<file path="config.mk">
export PLATFORM = sky130hd
export DESIGN_NAME = bblur_cell
export DESIGN_NICKNAME = d
export VERILOG_FILES = /design/src/sv/bblur_pkg.sv /design/src/sv/bblur_cell.sv
export SDC_FILE = /design/constraint.sdc
export NUM_CORES = 1
export LEC_CHECK = 0
export ABC_AREA = 0
export BUFFER_PORTS_ARGS = -buffer_cell sky130_fd_sc_hd__buf_2
export CAP_MARGIN = 0
export CORE_ASPECT_RATIO = 0.9
export CORE_UTILIZATION = 40
export DETAILED_ROUTE_END_ITERATION = 8
export PLACE_DENSITY = 0.7
export SYNTH_ARGS = -nofsm -noshare
export SYNTH_HDL_FRONTEND = slang
export SYNTH_SLANG_ARGS = --single-unit
</file>
<file path="constraint.sdc">
create_clock -name clock -period 2.5 [get_ports clock]
set_input_delay 0 -clock clock [delete_from_list [all_inputs] [get_ports clock]]
set_output_delay 0 -clock clock [all_outputs]
set_load 0.005 [all_outputs]
</file>
<file path="src/sv/bblur_pkg.sv">
// Shared types, constants and the reciprocal table for the 3x3 box blur.
// No dependencies; used by bblur_cell and the top level.
package bblur_pkg;

   localparam int NUM_CHAN    = 3;
   localparam int CHAN_W      = 8;
   localparam int PIXEL_W     = NUM_CHAN * CHAN_W;
   localparam int NUM_CELLS   = 3;
   localparam int COL_SUM_W   = 10;   // three pixels of one channel
   localparam int WIN_SUM_W   = 12;   // nine pixels of one channel
   localparam int COUNT_W     = 4;    // in-frame neighbors, 1..9
   localparam int DIVIDEND_W  = 13;   // 2*sum + count
   localparam int RECIP_W     = 18;
   localparam int RECIP_SHIFT = 18;
   localparam int PROD_W      = DIVIDEND_W + RECIP_W;

   localparam int FRAME_WIDTH_W  = 11;
   localparam int FRAME_HEIGHT_W = 13;
   localparam int CSR_INDEX_W    = 2;
   localparam int CSR_DATA_W     = 13;

   localparam logic [FRAME_WIDTH_W-1:0]  FRAME_WIDTH_RESET  = 11'd640;
   localparam logic [FRAME_HEIGHT_W-1:0] FRAME_HEIGHT_RESET = 13'd480;

   localparam logic [CSR_INDEX_W-1:0] CSR_FRAME_WIDTH  = 2'd0;
   localparam logic [CSR_INDEX_W-1:0] CSR_FRAME_HEIGHT = 2'd1;

   localparam logic CMD_PIXEL = 1'b0;
   localparam logic CMD_DRAIN = 1'b1;

   // channel 0 is red, in the low byte
   typedef logic [NUM_CHAN-1:0][CHAN_W-1:0]    pixel_type;
   typedef logic [NUM_CHAN-1:0][COL_SUM_W-1:0] col_sum_type;

   // one window column: row above, own row, row below of the output pixel
   typedef struct packed {
      pixel_type top;
      pixel_type middle;
      pixel_type bottom;
   } column_type;

   // which neighbors of the output pixel lie inside the frame
   typedef struct packed {
      logic top;
      logic bottom;
      logic left;
      logic right;
   } nbr_mask_type;

   // ceil(2^17 / n): floor(x / 2n) == (x * recip(n)) >> 18 for x below 2^13
   function automatic logic [RECIP_W-1:0] recip(input logic [COUNT_W-1:0] n);
      logic [RECIP_W-1:0] m;
      unique case (n)
         4'd1:    m = 18'd131072;
         4'd2:    m = 18'd65536;
         4'd3:    m = 18'd43691;
         4'd4:    m = 18'd32768;
         4'd5:    m = 18'd26215;
         4'd6:    m = 18'd21846;
         4'd7:    m = 18'd18725;
         4'd8:    m = 18'd16384;
         4'd9:    m = 18'd14564;
         default: m = '0;
      endcase
      return m;
   endfunction

endpackage

</file>
<file path="src/sv/bblur_cell.sv">
// One column cell of the 3x3 window chain: holds three pixels, passes them
// to its neighbor on each shift and gives its masked column sum.
// Depends on bblur_pkg.
module bblur_cell (
   input  logic                    clock,
   input  logic                    shift_en,
   input  bblur_pkg::column_type   shift_data,
   input  bblur_pkg::nbr_mask_type mask,
   output bblur_pkg::column_type   col_out,
   output bblur_pkg::col_sum_type  col_sum,
   output logic [1:0]              rows_used
);
   import bblur_pkg::*;

   column_type col_ff;
   column_type col_in;

   assign col_in = shift_en ? shift_data : col_ff;

   always_ff @(posedge clock) begin
      col_ff <= col_in;
   end

   always_comb begin
      for (int ch = 0; ch < NUM_CHAN; ch++) begin
         col_sum[ch] = COL_SUM_W'(col_ff.middle[ch])
                     + (mask.top    ? COL_SUM_W'(col_ff.top[ch])    : '0)
                     + (mask.bottom ? COL_SUM_W'(col_ff.bottom[ch]) : '0);
      end
   end

   assign rows_used = 2'd1 + 2'(mask.top) + 2'(mask.bottom);
   assign col_out   = col_ff;

endmodule

</file>
==> impl_summary.md, run 1 <==
Yosys
Yosys printed 0 warnings. Counting flops with an async set or reset pin after synthesis yields a share of 0%. The mean post-synth cell area is 13.9 um2. Counting every instance in the synthesized netlist gives 279. Among all flip-flop cells after synthesis, the most frequent one is sky130_fd_sc_hd__edfxtp_1. The synthesized net count is 406. The synthesized cell area is 3880 um2.

The register bit count reported by yosys is 72. The sequential-to-total area share from yosys stat is 55.7%. The number of different library cells in the post-synthesis netlist is 29.

The number of enable-type register cells in the synthesized netlist is 72.

Final layout
After the last flow step, the layout net total stands at 689. The repair_antennas step left the layout with diodes totalling 0. In the layout the commonest cells are 179 x sky130_fd_sc_hd__buf_2, 72 x sky130_fd_sc_hd__edfxtp_1, 72 x sky130_fd_sc_hd__dlygate4sd3_1. The filler cells instantiated in the layout total 664. After routing the design area is 6400 um2.

The final instance count without filler cells is 689. The leading cell type in the layout, fill and taps excluded is sky130_fd_sc_hd__buf_2. The flip-flop count of the largest register, all copies and words added is 72.

From synthesis to final layout, the design area changed by 64.8%. Cells with a size suffix above 1 make up 48.3% of the layout.

Route
The overall via count from detail_route is 3285. The post-detailed-route wirelength per cell is 15.5 um. After detailed routing, the number of remaining DRC violations is 0. The number of vias per cell after detailed routing is 4.77. The count of routing violations after the opening detailed-route iteration is 117. The length of the first detailed-routing pass in iterations is 4. After detailed routing, the total wire length is 10600 um.

The detail route stage leaves a number of antenna-violating nets equal to 0.

Power
The internal cell power is 0.00291 W. The clock power share is 26.7%. The ratio of total power to cell area is 641 nW/um2.

The proportion of power drawn by flip-flops and latches is 36.4%. The total net switching power is 0.00119 W. The maximum vdd drop is 0.546 mV. The relative contribution of combinational cells to total power is 36.8%. The total leakage power is 2.83 nW.

The proportion of total power due to net switching is 29.1%.

Die
The number of cell rows is 33. The floorplan step set the die height to 95.5 um. The initial core utilization is 42.0%. The die outline area is 10100 um2. During I/O placement, the number of pins put on the boundary was 182. The area inside the core boundary is 9250 um2.

The x dimension of the die is 106 um.

Status
The checks that failed: negative setup slack. The run finished, with violations left.

Worst setup path
The worst setup path is captured at a primary output. The endpoint required time on the critical path is 2.50 ns. By startpoint and endpoint, the worst setup path is classified as reg -> out. For the worst setup path, the data arrival time is 2.66 ns. The kind of start point of the critical path is a register. The highest net fanout along the worst path is 3.

Clocking
In this run, CTS created clock tree buffers numbering 9. TritonCTS built the clock tree. The number of buffers between clock root and the deepest sink is 2. CTS saw 72 sinks. The clock tree synthesis step divided the H-tree into 3 levels. Clock-pin slew was measured on the worst setup and hold paths at 0.08 ns. The clock root buffer is sky130_fd_sc_hd__clkbuf_8.

Timing
The final hold violation count was 0. The number of pins with negative max-slew slack in the final report is 0. Across all setup checks in the final design, the least slack found is -0.164 ns.

At the pin with the least slew margin, the transition time is 0.935 ns. The routed design could run at a clock period as short as 2.66 ns. The worst max-slew margin expressed relative to the limit is 37.7%.

The share of the cycle needed by the critical path after routing is 107%. Static timing analysis puts the maximum clock frequency at 375 MHz. The final setup violation count is 13.

Setup repair after global routing could not meet its margin everywhere.

Hold path
The start point of the worst min-delay path is shift_data[46]. The destination of the worst hold path is col_out[46]$_DFFE_PP_. The worst hold path belongs to the class in -> reg.

The number of instances on the worst hold path is 2.

Placement
The placed standard-cell area is 4970 um2. Including well taps, the total number of placed cells is 582. The congestion estimate from routability-driven global placement came to 0.809. The half-perimeter wire length after placement is 6930 um.

The number of buffers added on ports is 179.

Global route
The via count of the first global-routing pass came to 3336. The remaining global-route overflow is 0. The largest net degree at the start of global routing is 73. Global routing used 21.0% of the available tracks across all layers. The initial antenna violation count is 0. The first global-routing pass estimated 15900 um of wire.

Run
The number of max-cap violations is 0.
## routing by layer
| metal | part of all wire (%) | GRT usage (%) |
|---|---|---|
| met5 | 0 | 0 |
| met4 | 1.7 | 8.10 |
| met3 | 6.4 | 5.47 |
| met2 | 52 | 37.6 |
| met1 | 40 | 24.4 |
## power groups by stage
stage	sequential, W	clock, W	combinational (W)
after floorplan	0.00152	0	0.000601
after global routing	0.00151	0.00116	0.00166
final	0.00150	0.00110	0.00151
after detailed placement	0.00152	0	0.00110
after CTS	0.00149	0.00113	0.00135
after global placement	0.00152	0	0.00108
## worst max-delay path: stages (launching register included)
cell and delay (ns):
sky130_fd_sc_hd__edfxtp_1 0.38, sky130_fd_sc_hd__and2_4 0.17, sky130_fd_sc_hd__fa_1 0.45, sky130_fd_sc_hd__ha_2 0.20
sky130_fd_sc_hd__fa_2 0.40, sky130_fd_sc_hd__a21oi_4 0.17, sky130_fd_sc_hd__o211ai_1 0.11, sky130_fd_sc_hd__a21oi_1 0.17
sky130_fd_sc_hd__xnor2_1 0.14, sky130_fd_sc_hd__buf_2 0.13
## synthesized netlist by cell type, types with 2 or more instances
cell	n	area, um2
sky130_fd_sc_hd__nand3_1	5	25.0
sky130_fd_sc_hd__clkbuf_1	4	15.0
sky130_fd_sc_hd__o211ai_1	4	30.0
sky130_fd_sc_hd__xor2_1	5	43.8
sky130_fd_sc_hd__nand2_1	16	60.1
sky130_fd_sc_hd__fa_1	27	541
sky130_fd_sc_hd__and2_1	41	257
sky130_fd_sc_hd__a211oi_1	4	30.0
sky130_fd_sc_hd__o21ai_0	8	40.0
sky130_fd_sc_hd__a21oi_1	15	75.1
sky130_fd_sc_hd__inv_1	21	78.8
sky130_fd_sc_hd__ha_1	22	275
sky130_fd_sc_hd__edfxtp_1	72	2160
sky130_fd_sc_hd__nor3_1	2	10.0
sky130_fd_sc_hd__o21a_1	2	15.0
sky130_fd_sc_hd__a21o_1	3	22.5
sky130_fd_sc_hd__xnor2_1	10	87.6
sky130_fd_sc_hd__nor2_1	5	18.8
sky130_fd_sc_hd__nand2b_1	3	18.8
## stage by stage
stage | power [W] | hold WS [ns] | TNS (ns) | util (%) | worst slack (ns)
final | 0.00410 | 0.354 | -1.17 | 69.2 | -0.164
after global routing | 0.00433 | 0.340 | -2.74 | 69.2 | -0.308
after CTS | 0.00398 | 0.329 | -1.31 | 66.9 | -0.201
after detailed placement | 0.00262 | 0.178 | -0.00349 | 53.8 | -0.00349
after global placement | 0.00260 | 0.177 | 0 | 53.8 | 0.0226
after floorplan | 0.00212 | 0.0989 | 0 | - | 0.216
## area by class of cell
class | count | area, um2 | share of cell area [%]
clock buffer | 9 | 124 | 1.94
clock inverter | 7 | 110 | 1.72
inverter | 21 | 78.8 | 1.23
multi-input combinational | 182 | 1930 | 30.2
sequential | 72 | 2160 | 33.8
tap | 122 | 153 | 2.39
timing repair buffer | 276 | 1840 | 28.7
## timing repair
item	CTS	global route
gates resized for setup	45	26
buffers inserted	7	12
hold buffers	72	0
setup endpoints to repair	15	15
hold endpoints to repair	72	0
pin swaps	39	36
## how the worst max path moves through the flow
stage	slack (ns)	end	start	cells after the start
3_5_place_dp	-0.003	col_sum[27]	col_out[65]$_DFFE_PP_	9
6_report	-0.16	col_sum[27]	col_out[65]$_DFFE_PP_	9
3_3_place_gp	0.02	col_sum[27]	col_out[65]$_DFFE_PP_	9
5_1_grt	-0.31	col_sum[27]	col_out[65]$_DFFE_PP_	9
2_1_floorplan	0.22	col_sum[27]	col_out[65]$_DFFE_PP_	8
4_1_cts	-0.20	col_sum[27]	col_out[65]$_DFFE_PP_	9
## cell families after synthesis
kind of cell	after synthesis	share of synthesized area [%]
xor+xnor	15	3.38
compound gates	40	6.38
fa+ha+maj	49	21.0
simple gates	78	11.1
flops	72	55.7
buf+inv	25	2.42
Power figures use the tool's default switching activity.
==> run 2: changes to the inputs <==
==> constraint.sdc (replaced) <==
create_clock -name clock -period 2.65 [get_ports clock]
set_input_delay 0 -clock clock [delete_from_list [all_inputs] [get_ports clock]]
set_output_delay 0 -clock clock [all_outputs]
set_load 0.005 [all_outputs]
==> run 2 against run 1 <==
  * Cell count fell by 1.6%
  * Sequential power fell by 6%
  * Routed wire length fell by 1.5%
  * Sequential share of layout area rose by 1.5 points
  * Setup slack improved by 0.14 ns
  * Combinational power fell by 14%
  * Clock power fell by 34%
  * Core utilization fell by 2.9 points
  * Die area did not move
  * The flow still finishes with violations (negative setup slack)
  * Via count fell by 4.2%
  * Global-route usage barely moved
==> impl_summary.md, run 2 (synthesis gave the netlist of run 1 again) <==
Worst setup path
The critical path goes through and2_4 > fa_1 > ha_4 > fa_2 > a21oi_4 > inv_1 > a21oi_2 > xnor2_1 > buf_2. The maximum single-stage delay on the critical path is 0.51 ns (+0.06 ns). The kind of critical path is reg -> out. The critical path arrival came to 2.67 ns (about the same).

The cell type of the slowest stage on the worst timing path is sky130_fd_sc_hd__fa_1. The largest delay contributor family on the critical path is adder cells. The worst setup path is captured at a primary output. The kind of start point of the critical path is a register.

The highest net fanout along the worst path came to 2 (-1). The endpoint required time on the critical path is 2.65 ns (+0.15 ns). The buffers plus inverters on the worst setup path was 2 (+1).

Clocking
The number of levels the H-tree was split into is 3 (unchanged). The clock-pin slew reported for the worst setup and hold paths after clock tree synthesis is 0.08 ns (about the same). The TritonCTS clock tree is done. CTS placed an instance of sky130_fd_sc_hd__clkbuf_8 at the clock tree root.

The number of buffers created by CTS came to 9 (unchanged). The number of buffers between clock root and the deepest sink is 2 (unchanged). The sink count of the clock tree was 72 (unchanged).

Final layout
The flip-flop count of the largest register, all copies and words added is 72 (unchanged). The share of cells above drive strength 1 came to 44.2% (-4.1 points). The number of nets at the end of the flow is 678 (-1.6%). Relative to the synthesized area, the layout overhead comes to 57.8%. The number of antenna repair diodes is 0 (unchanged). Leaving out fill and tap cells, the most frequent cell in the layout is sky130_fd_sc_hd__buf_2.

The library cells used most frequently in the layout, excluding fill and tap cells, are 179 x sky130_fd_sc_hd__buf_2, 72 x sky130_fd_sc_hd__edfxtp_1, 72 x sky130_fd_sc_hd__dlygate4sd3_1. The utilization after layout is 66.2% (-2.9 points).

Global route
The wire length of the first global-routing pass is 15800 um (-0.43%). The overall global routing resource usage is 21.0% (-0.048 points). The via count of the first global-routing pass was 3290 (-1.4%). The remaining global-route overflow is 0 (unchanged). The largest net degree at the start of global routing is 39 (-47%). The initial antenna violation count was 0 (unchanged).

Die
The initial core utilization is 42.0% (unchanged). The number of cell rows was 33 (unchanged). The overall die height is 95.5 um (unchanged). The area inside the core boundary is 9250 um2 (unchanged). The die outline area is 10100 um2 (unchanged). The total I/O pin count is 182 (unchanged). The x dimension of the die was 106 um (unchanged).

Timing
The worst max-slew margin expressed relative to the limit is 43.0% (+5.3 points). The pin slew with the least headroom to its limit is 0.855 ns (-0.0797 ns). The final critical delay including setup and external delays is 2.67 ns. The number of pins with negative max-slew slack in the final report came to 0 (unchanged). The final hold violation count is 0 (unchanged). The share of the cycle needed by the critical path after routing is 101%. The final setup violation count is 2 (-11). The final setup slack of the worst path was -0.0202 ns (+0.143 ns).

Setup repair after global routing could not meet its margin everywhere. Timing would allow up to 375 MHz.

Placement
The half-perimeter wire length after placement is 7060 um (+1.8%). The number of buffers added on ports is 179 (unchanged). The final weighted congestion in routability-driven placement is 0.783 (-3.2%).

Power
The maximum vdd drop is 0.373 mV (-32%). The ratio of total power to cell area is 562 nW/um2 (-12%). The total leakage power came to 2.71 nW (-4.0%).

The overall power of the completed layout is 0.00344 W (-16%).

Route
The count of routing violations after the opening detailed-route iteration is 72 (-38%). The post-detailed-route wirelength per cell was 15.5 um (about the same). The number of vias per cell after detailed routing is 4.64 (-2.6%).

The post-route antenna net violation count is 0 (unchanged). The remaining design rule violation count came to 0 (unchanged). The overall via count from detail_route is 3147 (-4.2%).

The length of the first detailed-routing pass in iterations was 4 (unchanged). The post-detailed-routing wire length came to 10500 um (-1.5%).

Run
The number of max-cap violations is 0 (unchanged).

Hold path
The destination of the worst hold path is col_out[63]$_DFFE_PP_. The startpoint identified for the worst hold timing path is shift_en. The number of instances on the worst hold path is 1 (-1). The type of the most critical hold path is in -> reg.

Status
The run finished, with violations left. The checks that failed: negative setup slack.
-- run 2: cell types whose count changed in the layout (fill, tap and decap cells not counted), sizes merged --
cell,delta
bufinv,-3
buf,-11
clkinv,+1
clkbuf,+2
-- run 2: cell type report --
type                            count  area, um2
Clock buffer                       11        131
Clock inverter                      5       23.8
Timing Repair Buffer              265       1730
Sequential cell                    72       2160
Inverter                           21       78.8
Fill cell                         681       3120
Multi-Input combinational cell    182       1840
Tap cell                          122        153
-- run 2: routing by layer --
metal / vias to the layer above / global-route usage, % / wire, um
li1: 1528 / - / -
met4: 0 / 7.64 / 162
met1: 1479 / 24.0 / 4220
met3: 14 / 6.36 / 717
met5: - / 0 / 0
met2: 126 / 37.5 / 5380
-- run 2: worst max path at each step --
stage / from / endpoint / slack, ns / cells past startpoint
4_1_cts: col_out[65]$_DFFE_PP_ / col_sum[27] / -0.05 / 9
2_1_floorplan: col_out[65]$_DFFE_PP_ / col_sum[27] / 0.37 / 8
3_3_place_gp: col_out[65]$_DFFE_PP_ / col_sum[27] / 0.17 / 9
5_1_grt: col_out[1]$_DFFE_PP_ / col_sum[5] / -0.15 / 9
6_report: col_out[1]$_DFFE_PP_ / col_sum[5] / -0.02 / 9
3_5_place_dp: col_out[65]$_DFFE_PP_ / col_sum[27] / 0.13 / 9
-- run 2: repair_timing --
action / in CTS / in global routing
buffers inserted: 2 / 7
hold buffers: 72 / 0
endpoints found under the hold margin: 72 / 0
gates resized for setup: 21 / 32
cloned: 0 / 0
setup endpoints to repair: 13 / 15
pin swaps: 14 / 27
-- run 2: power breakdown --
| group | total [W] | switching, W | leakage (nW) | internal [W] |
|---|---|---|---|---|
| clock | 0.000727 | 0.000398 | 0.0758 | 0.000329 |
| combinational | 0.00130 | 0.000623 | 1.93 | 0.000682 |
| sequential | 0.00141 | 0.0000526 | 0.705 | 0.00136 |
| total | 0.00344 | 0.00107 | 2.71 | 0.00237 |
-- run 2: per-stage QoR --
| step | worst slack (ns) | hold slack [ns] | area (um2) | setup TNS [ns] | cells |
|---|---|---|---|---|---|
| after floorplan | 0.366 | 0.0989 | 3880 | 0 | 279 |
| after global placement | 0.171 | 0.176 | 4970 | 0 | 581 |
| after detailed placement | 0.134 | 0.178 | 4970 | 0 | 581 |
| after CTS | -0.0458 | 0.284 | 5950 | -0.0652 | 671 |
| after global routing | -0.149 | 0.310 | 6130 | -0.881 | 678 |
| final | -0.0202 | 0.305 | 6130 | -0.0233 | 678 |
